<file path="config.mk">
export PLATFORM = sky130hd
export DESIGN_NAME = key_ring_partition_lookup
export DESIGN_NICKNAME = d
export VERILOG_FILES = /design/src/hw/rtl/krp_pkg.sv /design/src/hw/rtl/krp_ctrl.sv /design/src/hw/rtl/krp_datapath.sv /design/src/hw/rtl/key_ring_partition_lookup.sv
export VERILOG_INCLUDE_DIRS = /design/src /design/src/hw/rtl
export SDC_FILE = /design/constraint.sdc
export NUM_CORES = 2
export LEC_CHECK = 0
export ABC_AREA = 1
export BUFFER_PORTS_ARGS = -buffer_cell sky130_fd_sc_hd__clkbuf_2
export CAP_MARGIN = 20
export CORE_MARGIN = 2
export CORE_UTILIZATION = 44
export CTS_CLUSTER_SIZE = 40
export DETAILED_ROUTE_END_ITERATION = 16
export GPL_ROUTABILITY_DRIVEN = 0
export GPL_TIMING_DRIVEN = 0
export PLACE_DENSITY = 0.6
export SLEW_MARGIN = 20
export SYNTH_ARGS = -nofsm -noshare
export SYNTH_HDL_FRONTEND = slang
export SYNTH_SLANG_ARGS = --single-unit
export TNS_END_PERCENT = 100
</file>
<file path="constraint.sdc">
create_clock -name clk -period 12.16 [get_ports clk]
set_input_delay 2.432 -clock clk [delete_from_list [all_inputs] [get_ports clk]]
set_output_delay 2.432 -clock clk [all_outputs]
set_load 0.05 [all_outputs]
</file>
<file path="src/hw/rtl/key_ring_partition_lookup_defines.svh">
// ---------------------------------------------------------------------------
// Key ring partition lookup: assertion macros
// Shared concurrent assertion forms for the lookup block.
// ---------------------------------------------------------------------------
`ifndef KEY_RING_PARTITION_LOOKUP_DEFINES_SVH
`define KEY_RING_PARTITION_LOOKUP_DEFINES_SVH

`ifndef NO_ASSERTIONS
// Same-cycle implication
`define KRP_ASSERT_IMPLY(label, clk, rst_n, ante, cons) \
	label: assert property (@(posedge clk) disable iff (!rst_n) (ante) |-> (cons)) \
		else $error("key ring lookup: assertion failed");
// Next-cycle implication
`define KRP_ASSERT_NEXT(label, clk, rst_n, ante, cons) \
	label: assert property (@(posedge clk) disable iff (!rst_n) (ante) |=> (cons)) \
		else $error("key ring lookup: assertion failed");
`else
`define KRP_ASSERT_IMPLY(label, clk, rst_n, ante, cons)
`define KRP_ASSERT_NEXT(label, clk, rst_n, ante, cons)
`endif

`endif

</file>
<file path="src/hw/rtl/krp_pkg.sv">
// ---------------------------------------------------------------------------
// Key ring partition lookup package
// Operation and status codes, controller states, command and status groups.
// ---------------------------------------------------------------------------
`default_nettype none

package krp_pkg;

	typedef enum logic [1:0] {
		OP_CLEAR  = 2'd0,
		OP_ADD    = 2'd1,
		OP_LOOKUP = 2'd2,
		OP_QUERY  = 2'd3
	} op_t;

	typedef enum logic [1:0] {
		ST_OK     = 2'd0,
		ST_ABSENT = 2'd1,
		ST_FULL   = 2'd2,
		ST_DUP    = 2'd3
	} status_t;

	// Key memory read address source
	typedef enum logic [2:0] {
		RD_NONE,
		RD_SCAN,
		RD_LAST,
		RD_FIRST,
		RD_SECOND,
		RD_AHEAD,
		RD_MOVE
	} rd_sel_t;

	typedef enum logic [3:0] {
		S_IDLE,
		S_DISPATCH,
		S_SCAN_RD,
		S_SCAN_CMP,
		S_ADD_DECIDE,
		S_MOVE_RD,
		S_MOVE_WR,
		S_INSERT,
		S_PRIME_LAST,
		S_PRIME_FIRST,
		S_PRIME_SECOND,
		S_PRIME_FILL,
		S_SPAN,
		S_BOUND,
		S_CHECK,
		S_FINISH
	} ctrl_state_t;

	typedef struct packed {
		logic    latch;
		rd_sel_t rd_sel;
		logic    id_walk;
		logic    scan_init;
		logic    scan_cmp;
		logic    move_wr;
		logic    insert;
		logic    clear_cnt;
		logic    win_shift;
		logic    span;
		logic    bound;
		logic    walk_next;
		logic    res_load;
		status_t res_status;
		logic    res_take;
	} ctrl_cmd_t;

	typedef struct packed {
		op_t  op;
		logic cnt_zero;
		logic full;
		logic dup;
		logic move_done;
		logic walk_last;
		logic hit;
		logic out_busy;
	} dp_status_t;

endpackage

`default_nettype wire

</file>
<file path="src/hw/rtl/krp_ctrl.sv">
// ---------------------------------------------------------------------------
// Key ring partition lookup controller
// Sequences scan, shift, insert and ring walk steps over the datapath.
// ---------------------------------------------------------------------------
`default_nettype none

module krp_ctrl (
	input  wire logic             clk,
	input  wire logic             arst_n,
	input  wire logic             in_valid,
	output logic                  in_ready,
	input  krp_pkg::dp_status_t   st,
	output krp_pkg::ctrl_cmd_t    cmd
);
	import krp_pkg::*;

	ctrl_state_t state_q, state_d;
	status_t     fin_status_q, fin_status_d;
	logic        fin_take_q, fin_take_d;

	always_ff @(posedge clk or negedge arst_n) begin
		if (!arst_n) begin
			state_q      <= S_IDLE;
			fin_status_q <= ST_OK;
			fin_take_q   <= 1'b0;
		end else begin
			state_q      <= state_d;
			fin_status_q <= fin_status_d;
			fin_take_q   <= fin_take_d;
		end
	end

	always_comb begin
		state_d      = state_q;
		fin_status_d = fin_status_q;
		fin_take_d   = fin_take_q;
		cmd          = '0;
		cmd.rd_sel   = RD_NONE;
		cmd.res_status = ST_OK;
		in_ready     = 1'b0;
		case (state_q)
			S_IDLE: begin
				in_ready  = 1'b1;
				cmd.latch = in_valid;
				if (in_valid) begin
					state_d = S_DISPATCH;
				end
			end
			S_DISPATCH: begin
				cmd.scan_init = 1'b1;
				fin_status_d  = ST_OK;
				fin_take_d    = 1'b0;
				case (st.op)
					OP_CLEAR: begin
						cmd.clear_cnt = 1'b1;
						state_d       = S_FINISH;
					end
					OP_ADD: begin
						state_d = st.cnt_zero ? S_ADD_DECIDE : S_SCAN_RD;
					end
					default: begin
						if (st.cnt_zero) begin
							fin_status_d = ST_ABSENT;
							state_d      = S_FINISH;
						end else begin
							state_d = S_PRIME_LAST;
						end
					end
				endcase
			end
			S_SCAN_RD: begin
				cmd.rd_sel = RD_SCAN;
				state_d    = S_SCAN_CMP;
			end
			S_SCAN_CMP: begin
				cmd.scan_cmp = 1'b1;
				state_d      = st.walk_last ? S_ADD_DECIDE : S_SCAN_RD;
			end
			S_ADD_DECIDE: begin
				if (st.dup) begin
					fin_status_d = ST_DUP;
					state_d      = S_FINISH;
				end else if (st.full) begin
					fin_status_d = ST_FULL;
					state_d      = S_FINISH;
				end else if (st.move_done) begin
					state_d = S_INSERT;
				end else begin
					state_d = S_MOVE_RD;
				end
			end
			S_MOVE_RD: begin
				cmd.rd_sel = RD_MOVE;
				state_d    = S_MOVE_WR;
			end
			S_MOVE_WR: begin
				cmd.move_wr = 1'b1;
				state_d     = S_ADD_DECIDE;
			end
			S_INSERT: begin
				cmd.insert = 1'b1;
				state_d    = S_FINISH;
			end
			S_PRIME_LAST: begin
				cmd.rd_sel = RD_LAST;
				state_d    = S_PRIME_FIRST;
			end
			S_PRIME_FIRST: begin
				cmd.rd_sel    = RD_FIRST;
				cmd.win_shift = 1'b1;
				state_d       = S_PRIME_SECOND;
			end
			S_PRIME_SECOND: begin
				cmd.rd_sel    = RD_SECOND;
				cmd.win_shift = 1'b1;
				state_d       = S_PRIME_FILL;
			end
			S_PRIME_FILL: begin
				cmd.win_shift = 1'b1;
				state_d       = S_SPAN;
			end
			S_SPAN: begin
				cmd.span    = 1'b1;
				cmd.rd_sel  = RD_AHEAD;
				cmd.id_walk = 1'b1;
				state_d     = S_BOUND;
			end
			S_BOUND: begin
				cmd.bound = 1'b1;
				state_d   = S_CHECK;
			end
			S_CHECK: begin
				if (st.hit) begin
					fin_take_d = 1'b1;
					state_d    = S_FINISH;
				end else if (st.walk_last) begin
					fin_status_d = (st.op == OP_QUERY) ? ST_ABSENT : ST_OK;
					state_d      = S_FINISH;
				end else begin
					cmd.win_shift = 1'b1;
					cmd.walk_next = 1'b1;
					state_d       = S_SPAN;
				end
			end
			S_FINISH: begin
				// hold until the output register is free
				if (!st.out_busy) begin
					cmd.res_load   = 1'b1;
					cmd.res_status = fin_status_q;
					cmd.res_take   = fin_take_q;
					state_d        = S_IDLE;
				end
			end
			default: begin
				state_d = S_IDLE;
			end
		endcase
	end

endmodule

`default_nettype wire

</file>
<file path="src/hw/rtl/krp_datapath.sv">
// ---------------------------------------------------------------------------
// Key ring partition lookup datapath
// Node memories, scan counters, ring window, range unit and result register.
// ---------------------------------------------------------------------------
`default_nettype none

module krp_datapath #(
	parameter int KEY_WIDTH = 32,
	parameter int MAX_NODES = 16,
	parameter int ID_WIDTH  = 16
) (
	input  wire logic           clk,
	input  wire logic           arst_n,
	input  wire logic [1:0]     in_op,
	input  wire logic [15:0]    in_id,
	input  wire logic [31:0]    in_key,
	input  krp_pkg::ctrl_cmd_t  cmd,
	output krp_pkg::dp_status_t st,
	output logic                out_valid,
	input  wire logic           out_ready,
	output logic [1:0]          out_status,
	output logic [15:0]         out_owner,
	output logic [31:0]         out_low,
	output logic [31:0]         out_high
);
	import krp_pkg::*;

	localparam int IDX_W = $clog2(MAX_NODES);
	localparam int CNT_W = $clog2(MAX_NODES + 1);

	logic [KEY_WIDTH-1:0] key_mem [MAX_NODES];
	logic [ID_WIDTH-1:0]  id_mem  [MAX_NODES];

	op_t                  op_q;
	logic [ID_WIDTH-1:0]  id_q;
	logic [KEY_WIDTH-1:0] key_q;
	logic [CNT_W-1:0]     cnt_q;
	logic [IDX_W-1:0]     idx_q;
	logic [IDX_W-1:0]     ahead_q;
	logic [CNT_W-1:0]     pos_q;
	logic [CNT_W-1:0]     j_q;
	logic                 dup_q;
	logic [KEY_WIDTH-1:0] key_rd_q;
	logic [ID_WIDTH-1:0]  id_rd_q;
	logic [KEY_WIDTH-1:0] prev_q, cur_q, next_q;
	logic [KEY_WIDTH-1:0] below_q, above_q;
	logic [KEY_WIDTH-1:0] lo_q, hi_q;
	logic                 out_valid_q;

	logic [63:0]          key_in_ext;
	logic [31:0]          id_in_ext;
	logic [KEY_WIDTH+31:0] lo_ext, hi_ext;
	logic [ID_WIDTH+15:0] owner_ext;
	logic [CNT_W-1:0]     cnt_m1, move_src_full;
	logic [IDX_W-1:0]     last_idx, second_idx, move_src;
	logic [IDX_W-1:0]     key_raddr, id_raddr, waddr;
	logic                 key_ren, id_ren, mem_we;
	logic [KEY_WIDTH-1:0] wkey;
	logic [ID_WIDTH-1:0]  wid;
	logic [KEY_WIDTH-1:0] off_k, off_b;
	logic                 in_range;

	function automatic logic [IDX_W-1:0] inc_wrap(input logic [IDX_W-1:0] a,
		input logic [CNT_W-1:0] n);
		logic [CNT_W-1:0] a1;
		begin
			a1 = CNT_W'(a) + CNT_W'(1);
			inc_wrap = (a1 == n) ? '0 : a1[IDX_W-1:0];
		end
	endfunction

	assign key_in_ext    = {32'b0, in_key};
	assign id_in_ext     = {16'b0, in_id};
	assign cnt_m1        = cnt_q - CNT_W'(1);
	assign last_idx      = cnt_m1[IDX_W-1:0];
	assign second_idx    = inc_wrap('0, cnt_q);
	assign move_src_full = j_q - CNT_W'(1);
	assign move_src      = move_src_full[IDX_W-1:0];

	always_comb begin
		case (cmd.rd_sel)
			RD_SCAN:   key_raddr = idx_q;
			RD_LAST:   key_raddr = last_idx;
			RD_FIRST:  key_raddr = '0;
			RD_SECOND: key_raddr = second_idx;
			RD_AHEAD:  key_raddr = ahead_q;
			RD_MOVE:   key_raddr = move_src;
			default:   key_raddr = '0;
		endcase
	end

	assign key_ren  = (cmd.rd_sel != RD_NONE);
	assign id_ren   = cmd.id_walk || (cmd.rd_sel == RD_MOVE);
	assign id_raddr = cmd.id_walk ? idx_q : move_src;
	assign mem_we   = cmd.move_wr || cmd.insert;
	assign waddr    = cmd.move_wr ? j_q[IDX_W-1:0] : pos_q[IDX_W-1:0];
	assign wkey     = cmd.move_wr ? key_rd_q : key_q;
	assign wid      = cmd.move_wr ? id_rd_q : id_q;

	// node memories: one write port, one registered read port each
	always_ff @(posedge clk) begin
		if (mem_we) begin
			key_mem[waddr] <= wkey;
			id_mem[waddr]  <= wid;
		end
		if (key_ren) begin
			key_rd_q <= key_mem[key_raddr];
		end
		if (id_ren) begin
			id_rd_q <= id_mem[id_raddr];
		end
	end

	// control counters
	always_ff @(posedge clk or negedge arst_n) begin
		if (!arst_n) begin
			cnt_q   <= '0;
			idx_q   <= '0;
			ahead_q <= '0;
			pos_q   <= '0;
			j_q     <= '0;
			dup_q   <= 1'b0;
		end else begin
			if (cmd.clear_cnt) begin
				cnt_q <= '0;
			end else if (cmd.insert) begin
				cnt_q <= cnt_q + CNT_W'(1);
			end
			if (cmd.scan_init) begin
				idx_q <= '0;
				pos_q <= '0;
				dup_q <= 1'b0;
				j_q   <= cnt_q;
			end else begin
				if (cmd.scan_cmp || cmd.walk_next) begin
					idx_q <= idx_q + IDX_W'(1);
				end
				if (cmd.scan_cmp) begin
					if (key_rd_q == key_q) begin
						dup_q <= 1'b1;
					end else if (key_rd_q < key_q) begin
						pos_q <= CNT_W'(idx_q) + CNT_W'(1);
					end
				end
				if (cmd.move_wr) begin
					j_q <= move_src_full;
				end
			end
			if (cmd.rd_sel == RD_SECOND) begin
				ahead_q <= inc_wrap(second_idx, cnt_q);
			end else if (cmd.rd_sel == RD_AHEAD) begin
				ahead_q <= inc_wrap(ahead_q, cnt_q);
			end
		end
	end

	// item latch, ring window and range unit
	always_ff @(posedge clk) begin
		if (cmd.latch) begin
			op_q  <= op_t'(in_op);
			id_q  <= id_in_ext[ID_WIDTH-1:0];
			key_q <= key_in_ext[KEY_WIDTH-1:0];
		end
		if (cmd.win_shift) begin
			prev_q <= cur_q;
			cur_q  <= next_q;
			next_q <= key_rd_q;
		end
		if (cmd.span) begin
			below_q <= cur_q - prev_q;
			above_q <= next_q - cur_q;
		end
		if (cmd.bound) begin
			if (cnt_q == CNT_W'(1)) begin
				lo_q <= '0;
				hi_q <= '1;
			end else begin
				lo_q <= cur_q - (below_q >> 1);
				// an even gap gives its midpoint to the successor
				hi_q <= cur_q + (above_q >> 1) - {{(KEY_WIDTH-1){1'b0}}, ~above_q[0]};
			end
		end
	end

	assign off_k    = key_q - lo_q;
	assign off_b    = hi_q - lo_q;
	assign in_range = (off_k <= off_b);

	assign lo_ext    = {32'b0, lo_q};
	assign hi_ext    = {32'b0, hi_q};
	assign owner_ext = {16'b0, id_rd_q};

	// result register
	always_ff @(posedge clk or negedge arst_n) begin
		if (!arst_n) begin
			out_valid_q <= 1'b0;
		end else if (cmd.res_load) begin
			out_valid_q <= 1'b1;
		end else if (out_ready) begin
			out_valid_q <= 1'b0;
		end
	end

	always_ff @(posedge clk) begin
		if (cmd.res_load) begin
			out_status <= cmd.res_status;
			out_owner  <= cmd.res_take ? owner_ext[15:0] : '0;
			out_low    <= cmd.res_take ? lo_ext[31:0] : '0;
			out_high   <= cmd.res_take ? hi_ext[31:0] : '0;
		end
	end

	assign out_valid = out_valid_q;

	assign st.op        = op_q;
	assign st.cnt_zero  = (cnt_q == '0);
	assign st.full      = (cnt_q == CNT_W'(MAX_NODES));
	assign st.dup       = dup_q;
	assign st.move_done = (j_q == pos_q);
	assign st.walk_last = ((CNT_W'(idx_q) + CNT_W'(1)) == cnt_q);
	assign st.hit       = (op_q == OP_QUERY) ? (id_rd_q == id_q) : in_range;
	assign st.out_busy  = out_valid_q && !out_ready;

endmodule

`default_nettype wire

</file>
<file path="src/hw/rtl/key_ring_partition_lookup.sv">
// ---------------------------------------------------------------------------
// Key ring partition lookup
// Sorted table of up to MAX_NODES nodes on a ring of 2^KEY_WIDTH keys; each
// node owns the keys from the midpoint after its predecessor up to just
// before the midpoint toward its successor.
// Input stream s_axis: one word per operation, tuser carries the operation
// (clear, add node, lookup key, query node range), tdata the node id and key.
// Output stream m_axis: exactly one word per input word, in order; tuser
// carries the status, tdata the owner id and the inclusive range.
// An add scans every entry, then moves each larger entry up one place and
// inserts; a refused add moves nothing. A lookup or query walks the ring
// from the first node until one matches or the last is passed; a clear, or a
// lookup or query on an empty table, goes straight to its result.
// One word is in work at a time; the next is accepted only once the result
// of the last is loaded. The result waits in an output register; a stalled
// receiver holds the block only when a second result is ready and the first
// has not been taken.
// Reset empties the table at once (entry count to zero) and drops any
// pending result; the node memories are not cleared.
// ---------------------------------------------------------------------------
`default_nettype none

`include "key_ring_partition_lookup_defines.svh"

module key_ring_partition_lookup #(
	parameter int KEY_WIDTH = 32,
	parameter int MAX_NODES = 16,
	parameter int ID_WIDTH  = 16
) (
	input  wire logic        clk,
	input  wire logic        arst_n,
	input  wire logic        s_axis_tvalid,
	output logic             s_axis_tready,
	input  wire logic [47:0] s_axis_tdata,  // [15:0] node_id, [47:16] key
	input  wire logic [1:0]  s_axis_tuser,  // [1:0] operation
	output logic             m_axis_tvalid,
	input  wire logic        m_axis_tready,
	output logic [79:0]      m_axis_tdata,  // [15:0] owner_id, [47:16] range_low,
	                                        // [79:48] range_high
	output logic [1:0]       m_axis_tuser   // [1:0] status
);
	import krp_pkg::*;

	ctrl_cmd_t  cmd;
	dp_status_t dp_st;

	// sequencing of every operation
	krp_ctrl u_ctrl (
		.clk      (clk),
		.arst_n   (arst_n),
		.in_valid (s_axis_tvalid),
		.in_ready (s_axis_tready),
		.st       (dp_st),
		.cmd      (cmd)
	);

	// node storage, ring window and result register
	krp_datapath #(
		.KEY_WIDTH (KEY_WIDTH),
		.MAX_NODES (MAX_NODES),
		.ID_WIDTH  (ID_WIDTH)
	) u_datapath (
		.clk        (clk),
		.arst_n     (arst_n),
		.in_op      (s_axis_tuser),
		.in_id      (s_axis_tdata[15:0]),
		.in_key     (s_axis_tdata[47:16]),
		.cmd        (cmd),
		.st         (dp_st),
		.out_valid  (m_axis_tvalid),
		.out_ready  (m_axis_tready),
		.out_status (m_axis_tuser),
		.out_owner  (m_axis_tdata[15:0]),
		.out_low    (m_axis_tdata[47:16]),
		.out_high   (m_axis_tdata[79:48])
	);

	// an accepted word keeps the input closed on the next cycle
	`KRP_ASSERT_NEXT(a_busy_after_accept, clk, arst_n, s_axis_tvalid && s_axis_tready, !s_axis_tready)
	// never overwrite a result that the receiver has not taken
	`KRP_ASSERT_IMPLY(a_no_overwrite, clk, arst_n, cmd.res_load, !dp_st.out_busy)
	// a loaded result is offered on the next cycle
	`KRP_ASSERT_NEXT(a_result_offered, clk, arst_n, cmd.res_load, m_axis_tvalid)

endmodule

`default_nettype wire
</file>
==> impl_metrics.toml <==
[power]
p_per_area_nw_per_um2 = 287.0
ir_worst_vdd_uv = 162.5
p_leak_nw = 27.90

[route]
via_per_inst = 5.545
antenna_left = 0
vias = 45084
wl_um = 188600
drt-initial-drc-count = 5081
wl_per_cell_um = 23.20
first_pass_iters = 6
drc = 0

[floorplanning]
io-pin-count = 138
core_um2 = 135800
die_area_um2 = 140200
dieHeight_um = 374.4
rows = 135
start_util_pct = 44.46
die_x_um = 374.4

[yosys]
synth-edff-count = 1171
postSynth.asyncResetShare_pct = 2.660
synth.area.top_cells = "edfxtp_1 (58%), nand2_1 (6.8%), ha_1 (5.9%)"
synthCells = 5876
yosysSeqAreaShare_pct = 59.57
yosysTopAreaCell = "edfxtp_1"
ys.flop_type = "edfxtp_1"
synth_common_cells = "edfxtp_1 (1171), nand2_1 (1088), inv_1 (785), nor2_1 (468), nand3_1 (453)"
yosys.area.top_type_share_pct = 58.24
syn_area_um2 = 60370
synthDistinctLibCells = 52
syn_avg_cell_area_um2 = 10.27
synth.most_common_cell = "edfxtp_1"
yosys_warnings = 0
ys_seq_elements = 1203
syn-num-nets = 6222

[final_layout]
design_area_um2 = 69520
antennaDiodeCount = 0
drive_gt1_share_pct = 9.844
syn_to_final_growth_pct = 15.15
multiInputGateArea_um2 = 20800
seqCellArea_um2 = 35960
layout.nets = 6586
fillCellCount = 12100

[worst_setup_path]
cp-start-kind = "register"
end_kind = "register"
cp.arrival_ps = 6280
cp_max_fo = 23
required_ps = 12630
worst-setup-path-type = "reg -> reg"
critPathMaxStageDelay_ps = 520
cpMostUsedCell = "nand2_1"
cp_slowest_cell = "o21ai_0"

[timing]
setup_violations = 0
period_minus_slack_ps = 5804
fmax_mhz = 172.3
worst_slew_pin_slew_ps = 1095
hold_viol_final = 0
period_share_pct = 47.73
relSlewSlack_pct = 26.49
hold_slack_ps = 452.1
rsz0062_at_grt = "false"
fin_setup_tns_ps = 0
drv_slew = 0
fin_skew_ps = 43.78

[global_routing]
antenna_found_initial = 5
grt_overflow = 0
grt_first_pass_wirelength_um = 278900
grt_max_degree = 58
grt_pass1_vias = 43480
grt.total_usage_pct = 26.72

[cts]
root_buffer = "clkbuf_16"
numCtsBuffers = 133
cts_hold_buffers = 0
cts_buffer_depth = 3
cts_tree = "done"
cts.clk_slew.worst_paths_ps = 60
clock_latency_ps = 800
cts_sinks = 1203
htreeDepth = 4
cts_resized = 0
cts_setup_buffers = 0

[min_path]
hold_path_class = "reg -> reg"

[placement]
place_hpwl_um = 143500
io_buffer_count = 137
placed_cell_area_um2 = 65130

[outcome]
status = "finished, final reports clean"

[run]
maxCapViolCount = 0
-- per-stage QoR --
step,power [W],worst slack (ps),utilization [%],std cells
floorplan,0.01220,4063,-,5876
global placement,0.01548,-305.2,46.60,7794
detailed placement,0.01579,6354,47.96,7886
CTS,0.01985,6320,51.19,8130
global route,0.02112,5838,51.19,8130
finish,0.01995,6356,51.19,8130
-- placed cells by master (no fill, tap or decap), drive strengths merged, types with 50 or more instances in the layout --
| master | n |
|---|---|
| buf | 224 |
| clkinv | 50 |
| inv | 799 |
| o211ai | 200 |
| edfxtp | 1171 |
| nand2 | 1093 |
| xnor2 | 53 |
| a21oi | 275 |
| nand3 | 453 |
| ha | 286 |
| xor2 | 92 |
| clkbuf | 372 |
| nor2 | 472 |
| o21bai | 60 |
| o21ai | 366 |
-- state kept, by name (all words and copies together) (netlist names), 4 cells and up --
signal	flops
u_ctrl.state_q	4
u_datapath.above_q	32
u_datapath.ahead_q	4
u_datapath.below_q	31
u_datapath.cnt_q	5
u_datapath.cur_q	32
u_datapath.hi_q	32
u_datapath.id_mem	256
u_datapath.id_q	16
u_datapath.id_rd_q	16
u_datapath.idx_q	4
u_datapath.j_q	5
u_datapath.key_mem	512
u_datapath.key_q	32
u_datapath.key_rd_q	32
u_datapath.lo_q	32
u_datapath.next_q	32
u_datapath.out_high	32
u_datapath.out_low	32
u_datapath.out_owner	16
u_datapath.pos_q	5
u_datapath.prev_q	32
-- power by group --
part | switching (W) | internal (W) | leakage (nW)
clock network | 0.00171 | 0.00235 | 2.11
registers | 0.000425 | 0.00578 | 11.1
logic | 0.00679 | 0.00290 | 14.7
total | 0.00893 | 0.0110 | 27.9
-- cells by family (layout without fill, tap and decap cells) --
logic type      after synthesis  in the layout  share of synthesized area (%)
simple gates               2187           2187                          15.31
flops                      1203           1203                          59.57
compound gates             1059           1059                          10.46
buf+inv                     990           1463                          6.439
fa+ha+maj                   292            292                          6.126
xor+xnor                    145            145                          2.104
-- worst max-delay path: cells and delay by family, from the launching register on --
kind                       cells  cell delay, ps
AOI/OAI and AO/OA              5            1440
xor gates and xnor gates       1              70
adders and majority gates      3             930
buffers and inverters          7            1170
DFF                            1             340
and+or+nand+nor               11            1500
-- metal layers --
layer | share of wire, % | global-route usage (%) | vias to the layer above
met5 | 0.0069 | 0 | -
met4 | 3.3 | 9.350 | 2
met3 | 7.8 | 4.055 | 307
met2 | 48 | 44.10 | 1950
met1 | 41 | 35.89 | 21681
li1 | - | - | 21144
-- path summary, 6_finish.rpt --
| check | start | end | slack (ps) | depth (start not counted) |
|---|---|---|---|---|
| worst max-delay path | u_datapath.hi_q[0]$_SDFFCE_PP1N_ | u_datapath.next_q[16]$_DFFE_PP_ | 6360 | 27 |
| min in group asynchronous | arst_n | u_datapath.j_q[1]$_DFFE_PN0P_ | 1770 | 1 |
| max in group asynchronous | arst_n | u_datapath.ahead_q[2]$_DFFE_PN0P_ | 9820 | 1 |
| worst min-delay path | u_datapath.next_q[0]$_DFFE_PP_ | u_datapath.cur_q[0]$_DFFE_PP_ | 450 | 0 |
| worst max register to register | u_datapath.hi_q[0]$_SDFFCE_PP1N_ | u_datapath.next_q[16]$_DFFE_PP_ | 6360 | 27 |
| worst min register to register | u_datapath.next_q[0]$_DFFE_PP_ | u_datapath.cur_q[0]$_DFFE_PP_ | 450 | 0 |
-- cell type report --
type	instances	share of cell area, %
Buffer	196	1.307
Clock buffer	171	5.112
Clock inverter	73	1.195
Inverter	794	4.291
Multi-Input combinational cell	3683	29.92
Sequential cell	1203	51.73
Tap cell	1781	3.205
Timing Repair Buffer	229	3.232
Note: power is estimated with default switching activity, not from simulation.
